## src/rtl/ale_pkg.sv

```systemverilog
`timescale 1ns / 1ps

package ale_pkg;

  // Operation codes carried in req_t.func
  localparam logic [2:0] FN_APPEND   = 3'd0;
  localparam logic [2:0] FN_REM_LAST = 3'd1;
  localparam logic [2:0] FN_REM_AT   = 3'd2;
  localparam logic [2:0] FN_FIND     = 3'd3;
  localparam logic [2:0] FN_FIND_REM = 3'd4;
  localparam logic [2:0] FN_READ     = 3'd5;

  // Result status codes
  localparam logic [2:0] ST_OK       = 3'd0;
  localparam logic [2:0] ST_FULL     = 3'd1;
  localparam logic [2:0] ST_EMPTY    = 3'd2;
  localparam logic [2:0] ST_RANGE    = 3'd3;
  localparam logic [2:0] ST_NOTFOUND = 3'd4;

  // Request item
  typedef struct packed {
    logic [2:0]         func;
    logic signed [31:0] value;
    logic [6:0]         position;
  } req_t;

  // Result item
  typedef struct packed {
    logic [2:0]         status;
    logic [6:0]         found_index;
    logic signed [31:0] read_value;
    logic [7:0]         entry_count;
  } rsp_t;

  // Controller to datapath commands
  typedef struct packed {
    logic       load;        // capture the request
    logic       append;      // write value at count, count + 1
    logic       dec;         // count - 1
    logic       scan_init;   // walk pointer to zero
    logic       scan;        // one search step
    logic       shift_init;  // walk pointer to base + 1
    logic       from_match;  // shift base is the matched entry, else position
    logic       shift;       // one gap-closing step
    logic       take_match;  // latch the matched index
    logic       read_pos;    // read the entry at position
    logic       post;        // load the result register
    logic [2:0] status;
    logic       show_idx;
    logic       show_rd;
  } dp_cmd_t;

  // Datapath to controller status
  typedef struct packed {
    logic full;
    logic empty;
    logic pos_bad;
    logic hit;
    logic drained;   // walk done and no read in flight
  } dp_stat_t;

endpackage

```

## src/rtl/ale_ctrl.sv

```systemverilog
`timescale 1ns / 1ps

module ale_ctrl (
  input  logic              clk,
  input  logic              rst,
  input  logic              req_valid,
  output logic              req_ready,
  input  logic [2:0]        req_func,
  output logic              rsp_valid,
  input  logic              rsp_ready,
  input  ale_pkg::dp_stat_t stat,
  output ale_pkg::dp_cmd_t  cmd
);

  typedef enum logic [2:0] {
    S_IDLE,
    S_EXEC,
    S_SCAN,
    S_SHIFT,
    S_POST
  } state_t;

  state_t     state, state_next;
  logic [2:0] func_q, func_q_next;
  logic [2:0] st_code, st_code_next;
  logic       show_idx, show_idx_next;
  logic       show_rd, show_rd_next;
  logic       rsp_valid_next;

  assign req_ready = (state == S_IDLE);

  // Next state and datapath commands
  always_comb begin
    state_next     = state;
    func_q_next    = func_q;
    st_code_next   = st_code;
    show_idx_next  = show_idx;
    show_rd_next   = show_rd;
    rsp_valid_next = rsp_valid && !rsp_ready;
    cmd            = '0;

    case (state)
      S_IDLE: begin
        if (req_valid) begin
          cmd.load    = 1'b1;
          func_q_next = req_func;
          state_next  = S_EXEC;
        end
      end

      S_EXEC: begin
        st_code_next  = ale_pkg::ST_OK;
        show_idx_next = 1'b0;
        show_rd_next  = 1'b0;
        state_next    = S_POST;
        case (func_q)
          ale_pkg::FN_APPEND: begin
            if (stat.full) st_code_next = ale_pkg::ST_FULL;
            else cmd.append = 1'b1;
          end
          ale_pkg::FN_REM_LAST: begin
            if (stat.empty) st_code_next = ale_pkg::ST_EMPTY;
            else cmd.dec = 1'b1;
          end
          ale_pkg::FN_REM_AT: begin
            if (stat.empty) begin
              st_code_next = ale_pkg::ST_EMPTY;
            end else if (stat.pos_bad) begin
              st_code_next = ale_pkg::ST_RANGE;
            end else begin
              cmd.shift_init = 1'b1;
              state_next     = S_SHIFT;
            end
          end
          ale_pkg::FN_FIND: begin
            cmd.scan_init = 1'b1;
            state_next    = S_SCAN;
          end
          ale_pkg::FN_FIND_REM: begin
            if (stat.empty) begin
              st_code_next = ale_pkg::ST_EMPTY;
            end else begin
              cmd.scan_init = 1'b1;
              state_next    = S_SCAN;
            end
          end
          ale_pkg::FN_READ: begin
            if (stat.empty) begin
              st_code_next = ale_pkg::ST_EMPTY;
            end else if (stat.pos_bad) begin
              st_code_next = ale_pkg::ST_RANGE;
            end else begin
              cmd.read_pos = 1'b1;
              show_rd_next = 1'b1;
            end
          end
          default: begin
            st_code_next = ale_pkg::ST_OK;
          end
        endcase
      end

      // One entry compared per cycle, reads run one ahead
      S_SCAN: begin
        if (stat.hit) begin
          cmd.take_match = 1'b1;
          show_idx_next  = 1'b1;
          if (func_q == ale_pkg::FN_FIND_REM) begin
            cmd.shift_init = 1'b1;
            cmd.from_match = 1'b1;
            state_next     = S_SHIFT;
          end else begin
            state_next = S_POST;
          end
        end else if (stat.drained) begin
          st_code_next = ale_pkg::ST_NOTFOUND;
          state_next   = S_POST;
        end else begin
          cmd.scan = 1'b1;
        end
      end

      // Move later entries down one place, then drop the count
      S_SHIFT: begin
        if (stat.drained) begin
          cmd.dec    = 1'b1;
          state_next = S_POST;
        end else begin
          cmd.shift = 1'b1;
        end
      end

      S_POST: begin
        cmd.status   = st_code;
        cmd.show_idx = show_idx;
        cmd.show_rd  = show_rd;
        if (!rsp_valid || rsp_ready) begin
          cmd.post       = 1'b1;
          rsp_valid_next = 1'b1;
          state_next     = S_IDLE;
        end
      end

      default: begin
        state_next = S_IDLE;
      end
    endcase
  end

  // State and registered outputs
  always_ff @(posedge clk) begin
    if (rst) begin
      state     <= S_IDLE;
      rsp_valid <= 1'b0;
      func_q    <= ale_pkg::FN_APPEND;
      st_code   <= ale_pkg::ST_OK;
      show_idx  <= 1'b0;
      show_rd   <= 1'b0;
    end else begin
      state     <= state_next;
      rsp_valid <= rsp_valid_next;
      func_q    <= func_q_next;
      st_code   <= st_code_next;
      show_idx  <= show_idx_next;
      show_rd   <= show_rd_next;
    end
  end

endmodule

```

## config.mk

```make
export PLATFORM = sky130hd
export DESIGN_NAME = ale_ctrl
export DESIGN_NICKNAME = d
export VERILOG_FILES = /design/src/rtl/ale_pkg.sv /design/src/rtl/ale_ctrl.sv
export SDC_FILE = /design/constraint.sdc
export NUM_CORES = 1
export LEC_CHECK = 0
export BUFFER_PORTS_ARGS = -buffer_cell sky130_fd_sc_hd__buf_2
export CORE_MARGIN = 2
export CORE_UTILIZATION = 51
export CTS_BUF_LIST = sky130_fd_sc_hd__clkbuf_8 sky130_fd_sc_hd__clkbuf_16
export DETAILED_ROUTE_END_ITERATION = 8
export HOLD_SLACK_MARGIN = 0.15
export PLACE_DENSITY = 0.82
export SLEW_MARGIN = 20
export SYNTH_ARGS = -nofsm -noshare
export SYNTH_HDL_FRONTEND = slang
export SYNTH_SLANG_ARGS = --single-unit
```

## constraint.sdc

```tcl
create_clock -name clk -period 3.9 [get_ports clk]
set_clock_uncertainty 0.05 [all_clocks]
set_input_delay 0.195 -clock clk [delete_from_list [all_inputs] [get_ports clk]]
set_output_delay 0.195 -clock clk [all_outputs]
set_load 0.05 [all_outputs]
```

; ---- Word-level counts from Yosys, hierarchy flattened
; Cells that the tools add are included.
[word_totals]
reg_bits = 12
inputBits = 12
output_inout_bits = 18
word_cells = 83
[op_classes]
eq_ne = 14
n_mux = 50
reduce_logical = 13
[op_table]
columns = operator, count
row1 = $mux 3, 10
row2 = $mux 1, 26
row3 = $pmux 3 s3, 2
row4 = $pmux 3 s5, 1
row5 = $eq 3x2->1 const B, 4
row6 = $mux 2, 5
row7 = $ne 2x2->1 const B, 5
row8 = $eq 3x3->1 const B, 3
row9 = $pmux 1 s2, 4
row10 = $eq 3x1->1 const B, 2
row11 = $logic_not 3->1, 2
row12 = $mux 6, 1
row13 = $pmux 3 s2, 1
row14 = $reduce_and 2->1, 3
row15 = $reduce_or 2->1, 2
row16 = $reduce_and 3->1, 1
row17 = $logic_not 1->1, 2
row18 = $reduce_bool 2->1, 1
row19 = $logic_and 1x1->1, 1
row20 = $logic_or 1x1->1, 1

; ---- Depth between registers and ports, before layout
[logic_depth]
word_depth = 4
mapped_depth = 6
mapped_depth_nobuf = 4

; ---- Least setup slack after synthesis
; No wires, ideal clock.
[synth_path]
path_type = reg2reg
start = register state[2]
end = register func_q[0]
setup_time_ps = 129
t_arrival_ps = 2375
required_time_ps = 3721
path_slack_ps = 1346
stages_incl_launch_ff = 7
n_path_buf = 2
period_less_slack_ps = 2554
cell_sequence = dfxtp_1 buf_2 nor3_1 and2_1 buf_2 mux2i_1 nor2_1
[synth_between]
elab_chain_len = 2
[synth_lines]
columns = element, line
row1 = from (decl), ale_ctrl.sv:23  ; state_t state, state_next;
row2 = from (signal assigned), ale_ctrl.sv:160  ; state <= state_next;
row3 = $logic_not 3->1, n/a
row4 = via req_ready, ale_ctrl.sv:7  ; output logic req_ready,
row5 = $reduce_and 2->1 (no source line), n/a
row6 = to (signal assigned), ale_ctrl.sv:155  ; func_q <= ale_pkg::FN_APPEND;
row7 = to (signal assigned), ale_ctrl.sv:162  ; func_q <= func_q_next;
row8 = to (decl), ale_ctrl.sv:24  ; logic [2:0] func_q, func_q_next;
; The timed path passes the listed nets, and every way through them passes these cells.
; A chain may end at the register's enable or synchronous reset.

==> impl_metrics.ini <==
[synth]
synth_nets = 114
ys_seq_elements = 12
yosysTopAreaCell = dfxtp_1
yosysUniqueCellTypes = 38
synth_common_cells = 12 x dfxtp_1, 12 x nor2_1, 8 x a21oi_1
syn_avg_cell_area_um2 = 8.121
synth_flop_cell = dfxtp_1
synth-seq-area-share = 0.2900
syn-cell-area_um2 = 828.3
synth_warnings = 0
async_reset_ff_frac = 0
synth_area_leaders = dfxtp_1 29%, nor2_1 5.4%, and2_1 5.3%
synth_top_area_frac = 0.2900
synthCells = 102
synth_edf_count = 0

[clock_network]
postCtsSetupBuffers = 0
cts_root_buf = clkbuf_8
cts_tree = built
cts.sinks = 12
clockBufferDepth = 2
clk_pin_slew_ns = 0.05
cts_made_buffers = 3
clk_latency_ns = 0.24
cts_max_level = 1
ctsResizeCount = 0

[floorplanning]
start_util = 0.5498
pin_count = 30
rows = 14
die_x_um = 44.30
placeableCoreArea_mm2 = 0.001506
die_y_um = 44.30
die_area_mm2 = 0.001962

[final_layout]
area_growth_pct = 21.60
antenna-diode-count = 0
nets = 142
final_layout_size_suffix_gt1_frac = 0.2969
fillers = 125
instances_no_fill = 144

[critical_path]
crit_required_ns = 3.65
startpoint_type = register
crit_arrival_ns = 1.84
crit_fanout = 13
cp-end-kind = output pin
path_class = register to output pin

[sta]
fmax_mhz = 479.6
min_period_over_period = 0.5346
slew_headroom = 0.6000
setup-tns-final_ns = 0
finalHoldViolCount = 0
report.final.setup_viol = 0
rsz0062_at_grt = no
maxSlewViolCount = 0
hold-worst-slack_ns = 0.2242
min_period_ns = 2.085
worstMarginPinSlew_ns = 0.5986

[routing]
viasPerCell = 5.542
first_pass_iters = 4
vias = 798
drc = 0
wirelength_um = 1710
detail-route-antenna-nets = 0
route.detailed.wl_per_inst_um = 11.88
initialDrtViolationCount = 22

[place]
dp.cells = 138
portBuffers = 29
gp_congestion = 0.7998
place_hpwl_um = 1286

[status]
status = completed

[pwr]
switching_share = 0.3502
ir_worst_vdd_uv = 314.6
combPwrFrac = 0.302
p_leak_nw = 0.4324
p_seq_frac = 0.402
power_density_mw_per_mm2 = 374.3
power.clock.fraction = 0.296
power.switching_w = 0.0001320
finalPower_w = 0.0003770
p_int_w = 0.0002450

[global_routing]
grt_max_degree = 14
grt_pass1_wl_um = 2718
grt_overflow_total = 0
grt_pass1_vias = 645
grt_usage = 0.1937
antenna_found_initial = 0

[job]
max_cap_viol_count = 0

[min_path]
hp-class = primary input to register
## cell families (layout without fill, tap and decap cells)
kind of cell,after synthesis,after routing,share of synthesized area
and+or+nand+nor,51,51,0.3988
muxes,4,4,0.04834
DFF,12,12,0.2900
AOI/OAI and AO/OA,21,21,0.1707
buffers and inverters,14,40,0.09215
## cell type report
type | count | area, um2 | area share
multi-input combinational | 76 | 511.7 | 0.5081
sequential | 12 | 240.2 | 0.2385
timing repair buffer | 32 | 175.2 | 0.1739
clock buffer | 3 | 41.29 | 0.04099
tap | 16 | 20.02 | 0.01988
inverter | 5 | 18.77 | 0.01863
## through the flow
step | util | setup slack (ns) | area (um2)
after detailed placement | 0.6213 | 2.081 | 935.9
after CTS | 0.6686 | 1.805 | 1007
after floorplan | - | 1.346 | 828.3
final | 0.6686 | 1.815 | 1007
after global placement | 0.6213 | 2.106 | 935.9
after global routing | 0.6686 | 1.661 | 1007
## registers in the layout (all words and copies together), names as in the netlist
name       count
state          3
func_q         3
rsp_valid      1
show_rd        1
show_idx       1
st_code        3
## layout by cell type, fill, tap and decap left out, types with 2 or more instances in the layout
| cell type | n |
|---|---|
| dfxtp_1 | 12 |
| inv_1 | 5 |
| nor3_1 | 3 |
| nor3b_1 | 3 |
| o21ai_0 | 2 |
| nor2b_1 | 2 |
| nor2_1 | 12 |
| nand2b_1 | 4 |
| or3b_1 | 2 |
| and2_1 | 7 |
| buf_2 | 29 |
| clkbuf_8 | 3 |
| nand3b_1 | 3 |
| nand2_1 | 4 |
| nor4_1 | 3 |
| mux2i_1 | 4 |
| a21oi_1 | 8 |
| dlygate4sd3_1 | 3 |
## worst paths after layout
check	startpoint	end	slack, ns	cells after the start
hold / removal	rst	func_q[1]	0.22	2
hold reg to reg	st_code[1]	st_code[1]	0.42	2
setup reg to reg	state[2]	state[1]	2.30	4
setup / recovery	state[0]	cmd[6]	1.81	3
## critical path: stages, from the launching register on
cell     delay [ns]
dfxtp_1        0.49
or3b_1         0.52
nor4_4         0.27
buf_2          0.31
## power by group through the flow
stage,Clock [W],Sequential (W),Combinational [W]
detailed placement,0,0.000154,0.000111
global placement,0,0.000153,0.000110
floorplan,0,0.000143,0.000107
global route,0.000120,0.000154,0.000125
CTS,0.000116,0.000151,0.000114
finish,0.000112,0.000152,0.000114
## routing by layer
metal	wire length [um]	global-route usage	vias to the layer above
met5	0	0	-
met1	742	0.2292	354
li1	-	-	417
met4	22	0.09091	0
met2	845	0.3176	24
met3	99	0.06122	3
## repair_timing
item,in CTS,in global routing
hold buffers,3,0
setup endpoints to repair,0,0
endpoints found under the hold margin,3,0
Note: power is estimated with default switching activity, not from simulation.
